### config.mk
export PLATFORM = sky130hd
export DESIGN_NAME = rmq_isqrt
export DESIGN_NICKNAME = d
export VERILOG_FILES = /design/src/rtl/rmq_pkg.sv /design/src/rtl/rmq_isqrt.sv
export SDC_FILE = /design/constraint.sdc
export NUM_CORES = 2
export LEC_CHECK = 0
export BUFFER_PORTS_ARGS = -buffer_cell sky130_fd_sc_hd__buf_2
export CORE_ASPECT_RATIO = 0.6
export CORE_MARGIN = 2
export CORE_UTILIZATION = 30
export CTS_CLUSTER_SIZE = 14
export DETAILED_ROUTE_END_ITERATION = 16
export GPL_ROUTABILITY_DRIVEN = 0
export HOLD_SLACK_MARGIN = 0.05
export PLACE_DENSITY = 0.41
export SLEW_MARGIN = 0
export SYNTH_ARGS = -nofsm -noshare
export SYNTH_HDL_FRONTEND = slang
export SYNTH_SLANG_ARGS = --single-unit
### constraint.sdc
create_clock -name clk -period 2.83 [get_ports clk]
set_input_delay 0.283 -clock clk [delete_from_list [all_inputs] [get_ports clk]]
set_output_delay 0.283 -clock clk [all_outputs]
set_load 0.1 [all_outputs]
### src/rtl/rmq_pkg.sv
// rmq_pkg: constants, types and helpers of the rotation matrix to quaternion block
// no dependencies
`timescale 1ns / 1ps
`default_nettype none

package rmq_pkg;

    localparam int Q_W       = 16;               // q2.14 word
    localparam int Q_ONE     = 16384;            // 1.0 in q2.14
    localparam int Q_MAX     = 32767;
    localparam int Q_MIN_MAG = 32768;
    localparam int LANES     = 3;                // divided components
    localparam int AXES      = 4;                // w, x, y, z

    localparam int RAD_W     = 17;               // radicand, 1 .. 114687
    localparam int RAD_SHIFT = 30;
    localparam int SQ_XW     = 48;               // radicand << 30, padded to even
    localparam int ROOT_W    = SQ_XW / 2;        // 24-bit root
    localparam int SQ_STEPS  = ROOT_W;           // one root bit per stage
    localparam int SQ_RW     = ROOT_W + 3;       // partial remainder

    localparam int MAG_W     = 17;               // magnitude of a difference or sum
    localparam int DIV_SHIFT = 21;
    localparam int DIV_NW    = MAG_W + DIV_SHIFT;  // 38-bit dividend
    localparam int DIV_STEPS = 23;               // quotient bits
    localparam int DIV_HI    = DIV_NW - DIV_STEPS; // bits known to be below the divisor
    localparam int DIV_RW    = ROOT_W;
    localparam int DIV_LAT   = DIV_STEPS + 1;
    localparam int BIG_SHIFT = 9;
    localparam int BIG_RND   = 256;

    typedef logic [RAD_W-1:0]     rad_t;
    typedef logic [ROOT_W-1:0]    root_t;
    typedef logic [MAG_W-1:0]     mag_t;
    typedef logic [DIV_STEPS-1:0] quo_t;
    typedef logic [1:0]           axis_t;

    // carried alongside the square root
    typedef struct packed {
        axis_t                  big_pos;
        logic [LANES-1:0]       neg;
        logic                   degenerate;
        logic [LANES-1:0][MAG_W-1:0] mag;
    } side_a_t;

    // carried alongside the dividers
    typedef struct packed {
        axis_t            big_pos;
        logic [LANES-1:0] neg;
        logic             degenerate;
        logic [Q_W-1:0]   big;
    } side_b_t;

    // signed saturation of a rounded quotient magnitude
    function automatic logic [Q_W-1:0] sat_q(input quo_t q, input logic neg);
        logic [Q_W-1:0] r;
        if (neg)
        begin
            if (q > DIV_STEPS'(Q_MIN_MAG))
                r = Q_W'(Q_MIN_MAG);
            else
                r = Q_W'(~q[Q_W-1:0] + 1'b1);
        end
        else
        begin
            if (q > DIV_STEPS'(Q_MAX))
                r = Q_W'(Q_MAX);
            else
                r = q[Q_W-1:0];
        end
        return r;
    endfunction

endpackage

`default_nettype wire

### src/rtl/rmq_isqrt.sv
// rmq_isqrt: pipelined integer square root of rad << 30, one root bit per stage
// depends on rmq_pkg
`timescale 1ns / 1ps
`default_nettype none

module rmq_isqrt (
    input  wire logic          clk,
    input  wire logic          en,
    input  wire rmq_pkg::rad_t rad,
    output rmq_pkg::root_t     root
);

    logic [rmq_pkg::SQ_XW-1:0]  x_reg    [rmq_pkg::SQ_STEPS];
    logic [rmq_pkg::SQ_XW-1:0]  x_next   [rmq_pkg::SQ_STEPS];
    logic [rmq_pkg::SQ_RW-1:0]  rem_reg  [rmq_pkg::SQ_STEPS];
    logic [rmq_pkg::SQ_RW-1:0]  rem_next [rmq_pkg::SQ_STEPS];
    logic [rmq_pkg::ROOT_W-1:0] root_reg [rmq_pkg::SQ_STEPS];
    logic [rmq_pkg::ROOT_W-1:0] root_next[rmq_pkg::SQ_STEPS];

    always_comb
    begin
        logic [rmq_pkg::SQ_XW-1:0]  xi;
        logic [rmq_pkg::SQ_RW-1:0]  ri;
        logic [rmq_pkg::ROOT_W-1:0] qi;
        logic [rmq_pkg::SQ_RW-1:0]  r2;
        logic [rmq_pkg::SQ_RW-1:0]  trial;
        for (int s = 0; s < rmq_pkg::SQ_STEPS; s++)
        begin
            if (s == 0)
            begin
                xi = {{(rmq_pkg::SQ_XW - rmq_pkg::RAD_W - rmq_pkg::RAD_SHIFT){1'b0}},
                      rad, {rmq_pkg::RAD_SHIFT{1'b0}}};
                ri = '0;
                qi = '0;
            end
            else
            begin
                xi = x_reg[s-1];
                ri = rem_reg[s-1];
                qi = root_reg[s-1];
            end
            // bring down the next two radicand bits
            r2    = {ri[rmq_pkg::SQ_RW-3:0], xi[rmq_pkg::SQ_XW-1 -: 2]};
            trial = {{(rmq_pkg::SQ_RW - rmq_pkg::ROOT_W - 2){1'b0}}, qi, 2'b01};
            if (r2 >= trial)
            begin
                rem_next[s]  = r2 - trial;
                root_next[s] = {qi[rmq_pkg::ROOT_W-2:0], 1'b1};
            end
            else
            begin
                rem_next[s]  = r2;
                root_next[s] = {qi[rmq_pkg::ROOT_W-2:0], 1'b0};
            end
            x_next[s] = {xi[rmq_pkg::SQ_XW-3:0], 2'b00};
        end
    end

    always_ff @(posedge clk)
    begin
        if (en)
        begin
            for (int s = 0; s < rmq_pkg::SQ_STEPS; s++)
            begin
                x_reg[s]    <= x_next[s];
                rem_reg[s]  <= rem_next[s];
                root_reg[s] <= root_next[s];
            end
        end
    end

    assign root = root_reg[rmq_pkg::SQ_STEPS-1];

endmodule

`default_nettype wire

==> impl_metrics.json <==
{
  "outcome": "finished, violations left",
  "violations": "setup timing",
  "slew_headroom_pct": 46.5,
  "final_nets": 5252,
  "grt_pass1_wl_um": 197000,
  "firstDrtPassIters": 5,
  "power_leakage_nw": 24.8,
  "rsz0062_at_grt": "true",
  "tns_ps": -3690,
  "grt_antenna_before_repair": 2,
  "grt_pass1_vias": 31500,
  "vias_per_cell": 4.67,
  "setup_slack_ps": -156,
  "grt.total_usage_pct": 15.7,
  "synth_ff_type": "edfxtp_1",
  "io_pins": 43,
  "ys_seq_area_share_pct": 56.3,
  "wl_per_cell_um": 18.4,
  "endpoint_kind": "register",
  "tritoncts": "built",
  "ant_nets": 0,
  "required_ps": 3320,
  "syn_area_sq_mm": 0.0477,
  "syn_inst": 4127,
  "num_vias": 33300,
  "yosys_register_bits": 895,
  "power_density_mw_per_mm2": 692,
  "port_buffers": 42,
  "hold_viol_final": 0,
  "synth_nets": 4455,
  "ys_async_sr_fraction_pct": 0,
  "clk_path_buf_depth": 3,
  "die_h_um": 313,
  "worstSetupPathType": "register to register",
  "synth_edf_count": 895,
  "die_area_sq_mm": 0.162,
  "finalNonFillerCells": 7132,
  "regArea_sq_mm": 0.0269,
  "fmax_ghz": 0.335,
  "hpwl_um": 96000,
  "grt_max_degree": 140,
  "path_clk_slew_ps": 60,
  "maxCapViolCount": 0,
  "drt_wl_total_um": 131000,
  "coreArea_sq_mm": 0.158,
  "netlist-cell-type-count": 85,
  "path_max_fanout": 5,
  "cts_sinks": 895,
  "skew_ps": 61.6,
  "synth-warning-count": 0,
  "drc": 0,
  "setup_viol": 49,
  "syn_to_final_growth_pct": 31.3,
  "die_w_um": 519,
  "hold_class": "input port to register",
  "crit_arrival_ps": 3480,
  "multi_input_area_sq_mm": 0.0218,
  "worstMarginPinSlew_ps": 802,
  "post-place-cells": 6821,
  "numCtsBuffers": 98,
  "period_needed_ps": 2990,
  "startpoint_type": "register",
  "clockRootBuffer": "clkbuf_16",
  "maxSlewViolCount": 0,
  "fin_crit_sh_pct": 106,
  "placementRows": 113,
  "start_util_pct": 30.2,
  "largest_reg_flops": 523,
  "drive_gt1_share_pct": 27.1,
  "nFillCells": 15200,
  "clkLatencyLatePin_ps": 760,
  "cts.htree.levels": 3,
  "synth.avg_cell_area_sq_um": 11.6,
  "drt_iter0_drc": 2529,
  "vdd_ir_drop_max_mv": 0.477,
  "overflow": 0,
  "power_mw": 43.4
}
synth_stat cells, types with 9 or more instances:
cell         n  area [sq um]
and3_1      15          93.8
nor2_1     261           980
mux2_2      18           203
o21ai_0    124           621
clkbuf_1    52           195
inv_1      396          1490
xnor2_1    187          1640
ha_1       295          3690
nand3_1     68           340
o21bai_1    25           188
o31ai_1     40           300
or3_1       54           338
inv_2       12          45.0
a21boi_1    12          90.1
a21o_1      81           608
nand2b_1    54           338
xor2_1     190          1660
nand2_1    303          1140
nor3b_1     10          75.1
fa_1        14           280
a21oi_1    255          1280
nor4b_1     10          87.6
nor2b_1     41           257
o21ai_1    116           581
edfxtp_1   895         26900
a31oi_1     19           119
a2111oi_0   10          87.6
nor4_1      51           319
nand3b_1    17           128
a211oi_1    27           203
o211ai_1    13          97.6
and2_1      17           106
nand4b_1    12           105
o41ai_1      9          78.8
mux2_1      44           495
nor3_1     127           636
o21a_1      71           533
nand4_1     24           150
or4_1       31           233
buf_2       10          50.1
worst max-delay path, cell delays in order (launching register included):
cell and delay, ps:
edfxtp_1 430, ha_2 220, inv_2 40, fa_2 350, nor2b_2 160, o31a_1 170, o21a_1 180, o311ai_4 110
o211a_4 310, o211ai_1 150, or3b_1 360, mux2_4 260
final timing paths:
kind                                 start                   endpoint  slack (ps)  depth (start not counted)
max reg2reg  rem_reg[2][108]$_SDFFCE_PP0P_  rem_reg[2][153]$_DFFE_PP_        -160                         11
max          rem_reg[2][108]$_SDFFCE_PP0P_  rem_reg[2][153]$_DFFE_PP_        -160                         11
min reg2reg         x_reg[0][85]$_DFFE_PP_    x_reg[0][133]$_DFFE_PP_         420                          0
min                                 rad[6]     x_reg[0][36]$_DFFE_PP_         240                          2
power by group:
group          total, mW  internal (mW)  switching [mW]  leakage, nW
Combinational       10.9           5.22            5.72         14.8
Sequential          18.3           16.8            1.43         8.31
Clock               14.2           8.35            5.85         1.70
layer usage:
metal | vias up | wire length (um) | share of wire, % | track usage (%)
met5 | - | 0 | 0 | 0
met4 | 0 | 1700 | 1.3 | 2.76
met3 | 122 | 5810 | 4.4 | 3.01
met2 | 490 | 41400 | 32 | 16.8
met1 | 16000 | 82000 | 63 | 29.1
li1 | 16700 | - | - | -
stage by stage:
stage / utilization, % / hold WS, ps / setup WS [ps] / area (sq um)
finish: 39.6 / 236 / -156 / 62700
global route: 39.6 / 188 / -261 / 62700
CTS: 38.0 / 161 / -216 / 60100
detailed placement: 34.9 / 405 / -414 / 55300
global placement: 34.9 / 402 / -393 / 55300
floorplan: - / 382 / -27.2 / 47800
area by class of cell:
class,count,share of cell area (%)
clock inverters,67,1.63
flip-flops and latches,895,42.9
diodes,1,0.00399
well taps,2127,4.24
inverters,408,2.45
multi-input cells,2758,34.7
clock buffers,113,4.00
repair buffers,763,10.1
placed cells by master, fill, tap and decap left out, types with 56 or more instances in the layout:
master and n:
edfxtp_1 895, buf_4 629, inv_1 374, nand2_1 297
ha_1 259, nor2_1 242, a21oi_1 208, xor2_1 184
xnor2_1 182, o21ai_0 109, nor3_1 109, clkbuf_16 104
o21ai_1 94, a21o_1 79, o21a_1 66, nand3_1 56
logic make-up after synthesis:
group | Yosys count | synth area share, %
AO/OA/AOI/OAI | 873 | 11.4
other | 1 | 0.00785
adder cells (fa/ha/maj) | 309 | 8.32
flip-flops | 895 | 56.3
buffers and inverters | 475 | 3.78
XOR/XNOR | 377 | 6.92
multiplexers | 69 | 1.61
AND/OR/NAND/NOR | 1128 | 11.7
what timing repair did:
action                                  4_1_cts  5_1_grt
endpoints found under the setup margin      254      358
buffers inserted                             35       81
hold buffers                                 18        0
hold endpoints to repair                     31        0
pin swaps                                    79      168
gates cloned                                  2        8
gates resized for setup                     190      384
(Power assumes the default switching activity.)
