$ cat src/rtl/rmq_pkg.sv
// rmq_pkg: constants, types and helpers of the rotation matrix to quaternion block
// no dependencies
`timescale 1ns / 1ps
`default_nettype none

package rmq_pkg;

    localparam int Q_W       = 16;               // q2.14 word
    localparam int Q_ONE     = 16384;            // 1.0 in q2.14
    localparam int Q_MAX     = 32767;
    localparam int Q_MIN_MAG = 32768;
    localparam int LANES     = 3;                // divided components
    localparam int AXES      = 4;                // w, x, y, z

    localparam int RAD_W     = 17;               // radicand, 1 .. 114687
    localparam int RAD_SHIFT = 30;
    localparam int SQ_XW     = 48;               // radicand << 30, padded to even
    localparam int ROOT_W    = SQ_XW / 2;        // 24-bit root
    localparam int SQ_STEPS  = ROOT_W;           // one root bit per stage
    localparam int SQ_RW     = ROOT_W + 3;       // partial remainder

    localparam int MAG_W     = 17;               // magnitude of a difference or sum
    localparam int DIV_SHIFT = 21;
    localparam int DIV_NW    = MAG_W + DIV_SHIFT;  // 38-bit dividend
    localparam int DIV_STEPS = 23;               // quotient bits
    localparam int DIV_HI    = DIV_NW - DIV_STEPS; // bits known to be below the divisor
    localparam int DIV_RW    = ROOT_W;
    localparam int DIV_LAT   = DIV_STEPS + 1;
    localparam int BIG_SHIFT = 9;
    localparam int BIG_RND   = 256;

    typedef logic [RAD_W-1:0]     rad_t;
    typedef logic [ROOT_W-1:0]    root_t;
    typedef logic [MAG_W-1:0]     mag_t;
    typedef logic [DIV_STEPS-1:0] quo_t;
    typedef logic [1:0]           axis_t;

    // carried alongside the square root
    typedef struct packed {
        axis_t                  big_pos;
        logic [LANES-1:0]       neg;
        logic                   degenerate;
        logic [LANES-1:0][MAG_W-1:0] mag;
    } side_a_t;

    // carried alongside the dividers
    typedef struct packed {
        axis_t            big_pos;
        logic [LANES-1:0] neg;
        logic             degenerate;
        logic [Q_W-1:0]   big;
    } side_b_t;

    // signed saturation of a rounded quotient magnitude
    function automatic logic [Q_W-1:0] sat_q(input quo_t q, input logic neg);
        logic [Q_W-1:0] r;
        if (neg)
        begin
            if (q > DIV_STEPS'(Q_MIN_MAG))
                r = Q_W'(Q_MIN_MAG);
            else
                r = Q_W'(~q[Q_W-1:0] + 1'b1);
        end
        else
        begin
            if (q > DIV_STEPS'(Q_MAX))
                r = Q_W'(Q_MAX);
            else
                r = q[Q_W-1:0];
        end
        return r;
    endfunction

endpackage

`default_nettype wire

$ cat src/rtl/rmq_div.sv
// rmq_div: pipelined rounded division (mag << 21 + root / 2) / root, one bit per stage
// depends on rmq_pkg
`timescale 1ns / 1ps
`default_nettype none

module rmq_div (
    input  wire logic           clk,
    input  wire logic           en,
    input  wire rmq_pkg::mag_t  mag,
    input  wire rmq_pkg::root_t root,
    output rmq_pkg::quo_t       quo
);

    logic [rmq_pkg::DIV_NW-1:0]    n_pre_reg;
    logic [rmq_pkg::ROOT_W-1:0]    d_pre_reg;

    logic [rmq_pkg::DIV_STEPS-1:0] n_reg   [rmq_pkg::DIV_STEPS];
    logic [rmq_pkg::DIV_STEPS-1:0] n_next  [rmq_pkg::DIV_STEPS];
    logic [rmq_pkg::DIV_RW-1:0]    rem_reg [rmq_pkg::DIV_STEPS];
    logic [rmq_pkg::DIV_RW-1:0]    rem_next[rmq_pkg::DIV_STEPS];
    logic [rmq_pkg::DIV_STEPS-1:0] q_reg   [rmq_pkg::DIV_STEPS];
    logic [rmq_pkg::DIV_STEPS-1:0] q_next  [rmq_pkg::DIV_STEPS];
    logic [rmq_pkg::ROOT_W-1:0]    d_reg   [rmq_pkg::DIV_STEPS];
    logic [rmq_pkg::ROOT_W-1:0]    d_next  [rmq_pkg::DIV_STEPS];

    always_comb
    begin
        logic [rmq_pkg::DIV_STEPS-1:0] ni;
        logic [rmq_pkg::DIV_RW-1:0]    ri;
        logic [rmq_pkg::DIV_STEPS-1:0] qi;
        logic [rmq_pkg::ROOT_W-1:0]    di;
        logic [rmq_pkg::DIV_RW:0]      r2;
        for (int s = 0; s < rmq_pkg::DIV_STEPS; s++)
        begin
            if (s == 0)
            begin
                // top bits of the dividend are always below the divisor (root >= 2^15)
                ni = n_pre_reg[rmq_pkg::DIV_STEPS-1:0];
                ri = {{(rmq_pkg::DIV_RW - rmq_pkg::DIV_HI){1'b0}},
                      n_pre_reg[rmq_pkg::DIV_NW-1 -: rmq_pkg::DIV_HI]};
                qi = '0;
                di = d_pre_reg;
            end
            else
            begin
                ni = n_reg[s-1];
                ri = rem_reg[s-1];
                qi = q_reg[s-1];
                di = d_reg[s-1];
            end
            r2 = {ri, ni[rmq_pkg::DIV_STEPS-1]};
            if (r2 >= {1'b0, di})
            begin
                rem_next[s] = rmq_pkg::DIV_RW'(r2 - {1'b0, di});
                q_next[s]   = {qi[rmq_pkg::DIV_STEPS-2:0], 1'b1};
            end
            else
            begin
                rem_next[s] = r2[rmq_pkg::DIV_RW-1:0];
                q_next[s]   = {qi[rmq_pkg::DIV_STEPS-2:0], 1'b0};
            end
            n_next[s] = {ni[rmq_pkg::DIV_STEPS-2:0], 1'b0};
            d_next[s] = di;
        end
    end

    always_ff @(posedge clk)
    begin
        if (en)
        begin
            // dividend with half the divisor added for rounding
            n_pre_reg <= {mag, {rmq_pkg::DIV_SHIFT{1'b0}}}
                       + {{(rmq_pkg::DIV_NW - rmq_pkg::ROOT_W + 1){1'b0}},
                          root[rmq_pkg::ROOT_W-1:1]};
            d_pre_reg <= root;
            for (int s = 0; s < rmq_pkg::DIV_STEPS; s++)
            begin
                n_reg[s]   <= n_next[s];
                rem_reg[s] <= rem_next[s];
                q_reg[s]   <= q_next[s];
                d_reg[s]   <= d_next[s];
            end
        end
    end

    assign quo = q_reg[rmq_pkg::DIV_STEPS-1];

endmodule

`default_nettype wire

$ cat config.mk
export PLATFORM = sky130hd
export DESIGN_NAME = rmq_div
export DESIGN_NICKNAME = d
export VERILOG_FILES = /design/src/rtl/rmq_pkg.sv /design/src/rtl/rmq_div.sv
export SDC_FILE = /design/constraint.sdc
export NUM_CORES = 2
export LEC_CHECK = 0
export ABC_AREA = 1
export BUFFER_PORTS_ARGS = -buffer_cell sky130_fd_sc_hd__buf_4
export CAP_MARGIN = 40
export CORE_MARGIN = 2
export CORE_UTILIZATION = 25
export CTS_CLUSTER_DIAMETER = 80
export DETAILED_ROUTE_END_ITERATION = 8
export SYNTH_ARGS = -nofsm -noshare
export SYNTH_HDL_FRONTEND = slang
export SYNTH_SLANG_ARGS = --single-unit
$ cat constraint.sdc
create_clock -name clk -period 4.03 [get_ports clk]
set_clock_uncertainty 0.05 [all_clocks]
set_input_delay 0.403 -clock clk [delete_from_list [all_inputs] [get_ports clk]]
set_output_delay 0.403 -clock clk [all_outputs]
set_load 0.01 [all_outputs]
==> qor.yml <==
min_path:
  hold_start: "mag[1]"
  worstHoldEndpoint: "n_pre_reg[22]"
  hold_depth: 4
  hp-class: "in2reg"
final_layout:
  drive_above_1_share_pct: 4.82
  final_common_cell: "nand2_1"
  area_growth_pct: 13.2
  fin_nets: 12800
  fin_cells: 17100
  layout_common_cells: "nand2_1, inv_1, edfxtp_1, nand4_1, nor2_1"
  nFillCells: 39500
routing:
  wl_um: 266000
  wl_per_cell_um: 15.6
  ant_nets: 0
  dr_total_vias: 75000
  drt_iter0_drc: 5951
  viasPerCell: 4.39
  drt_first_pass_iters: 7
  drcViolationCount: 0
clocking:
  clockBufferDepth: 4
  h-tree-depth: 4
  cts_tree: "yes"
  clk_latency_ps: 850
  clk_pin_slew_ps: 70
  clock_sinks: 1374
  post_cts_resized: 0
  numCtsBuffers: 160
  root_buffer: "clkbuf_16"
power:
  p_clk_share_pct: 20.8
  comb_power_share_pct: 47.1
  swShare_pct: 44.0
  power.internal_mw: 40.6
  powerDensity_mw_per_mm2: 696
  pwr-share-seq_pct: 32.1
  total_power_mw: 72.5
  ir_drop_uv: 336
  switchingPower_mw: 31.9
  power.leakage_nw: 52.3
sta:
  fin_crit_sh_pct: 78.1
  period_needed_ps: 3150
  setup_tns_ps: 0
  final_max_slew_viol_count: 0
  final-setup-viol-count: 0
  finalHoldViolations: 0
  max_freq_mhz: 318
  relSlewSlack_pct: 53.1
  rsz0062_at_grt: "no"
  worstMarginPinSlew_ps: 704
grt:
  gr-total-overflow: 0
  grt.total_usage_pct: 13.9
  grt_max_degree: 120
  grt_pass1_wl_um: 411000
  antenna_found_initial: 3
  grt_pass1_vias: 71300
setup_path:
  path_class: "reg2reg"
  start_kind: "register"
  path_cells: "inv_1 -> ha_1 -> nand2_1 -> inv_1 -> nand2_1 -> nor3_1 -> nand4_2 -> buf_4 -> nand3_2 -> buf_4 -> nand2_1 -> nand2_1"
  cp.arrival_ps: 3790
  cpMostUsedCell: "nand2_1"
  crit_fanout: 18
  timing.rr.end: "rem_reg[0][186]"
  cp_slowest_cell: "edfxtp_1"
  reg2regPathDepth: 12
  worstReg2RegStart: "d_reg[0][160]"
  required_ps: 4680
  critical_path.max_stage_delay_ps: 520
  regToRegSetupSlack_ps: 880
  crit_path_end_kind: "register"
placement:
  placedCellCount: 16800
  io_buffers: 65
  hpwl_um: 211000
  gp_congestion: 0.929
run_status:
  outcome: "finished clean"
logic_synthesis:
  syn_avg_cell_area_sq_um: 7.70
  syn_nets: 12600
  ys_ff_latch: 1374
  synth_cells: 12000
  synth_cell_types: 37
  synth.cell_area_sq_mm: 0.0921
  yosysWarnings: 0
  seq_area_frac_synth_pct: 44.8
floorplan:
  start_util_pct: 25.2
  ios: 66
  core_sq_mm: 0.366
  die_h_um: 611
  fp.dieW_um: 611
  die_area_sq_mm: 0.373
  rows: 222
flow_run:
  drv_cap: 0
## metrics by stage
stage          area [sq um]  util (%)  hold slack (ps)  setup slack [ps]
3_3_place_gp          98400      26.9              351               896
6_report             104000      28.5              188               884
4_1_cts              104000      28.5              123               910
3_5_place_dp          98400      26.9              355               936
2_1_floorplan         92100         -              350              1860
5_1_grt              104000      28.5              185               661
## routing by layer
layer / global-route usage, % / up-vias / routed length (um) / share of wire [%]
met1: 18.6 / 34300 / 120000 / 45
met3: 1.50 / 406 / 13300 / 5.0
met2: 23.6 / 2015 / 124000 / 47
met4: 4.30 / 0 / 8490 / 3.2
li1: - / 38300 / - / -
met5: 0 / - / 0 / 0
## cells by family after synthesis
family | share of synthesized area [%]
AO/OA/AOI/OAI | 1.96
XOR/XNOR | 2.33
adder cells (fa/ha/maj) | 7.92
buffers and inverters | 11.3
flip-flops | 44.8
AND/OR/NAND/NOR | 31.6
## worst max-delay path by stage
stage | start | to | slack (ps)
finish | d_reg[0][160] | rem_reg[0][186] | 880
floorplan | d_pre_reg[0] | rem_reg[0][2] | 1860
detailed placement | d_reg[0][91] | rem_reg[0][119] | 940
global route | d_reg[0][91] | rem_reg[0][118] | 660
CTS | d_reg[0][91] | rem_reg[0][119] | 910
global placement | d_reg[1][104] | rem_reg[1][142] | 900
## area by class of cell
type                    instances  area, sq um  area share (%)
inverters                    2497         9370            8.99
repair buffers                197         1810            1.73
well taps                    4816         6030            5.78
flip-flops and latches       1374        41300            39.6
multi-input cells            7914        40400            38.7
clock buffers                 178         4160            3.99
diodes                          2         5.00         0.00480
clock inverters                96         1210            1.16
## worst max-delay path, delay by kind of cell, from the launching register on
kind	cells	cell delay, ps
simple gates	7	1180
buf+inv	4	810
flops	1	520
fa+ha+maj	1	410
## cell usage after synthesis, drive strengths merged
library cell     n  share of area, %
o22ai            1            0.0068
o211ai           1            0.0082
fa              23              0.50
nor3            92              0.81
nor4             2             0.014
nand3b          42              0.34
ha             546               7.4
edfxtp        1374                45
and2            13             0.090
o21bai           3             0.024
or2              3             0.020
and3             1            0.0068
clkbuf          34              0.14
buf            137               1.0
nand3          606               3.7
nor2           665               2.8
inv           2497                10
o21a            21              0.17
xor2           214               2.0
o21ai           14             0.076
a21oi          260               1.7
xnor2           31              0.29
nand4          652               4.5
nand2         4724                19
## power groups by stage
stage,registers (mW),clock network (mW),logic [mW]
final,23.3,15.1,34.2
after global routing,23.5,16.1,38.9
after CTS,23.3,15.5,33.9
after global placement,23.6,0,33.6
after floorplan,21.7,0,25.5
after detailed placement,23.6,0,33.7
## timing repair
action / 4_1_cts / 5_1_grt
hold buffers: 48 / 0
setup buffers: 0 / 0
endpoints found under the hold margin: 47 / 0
endpoints found under the setup margin: 0 / 0
Note: power is estimated with default switching activity, not from simulation.
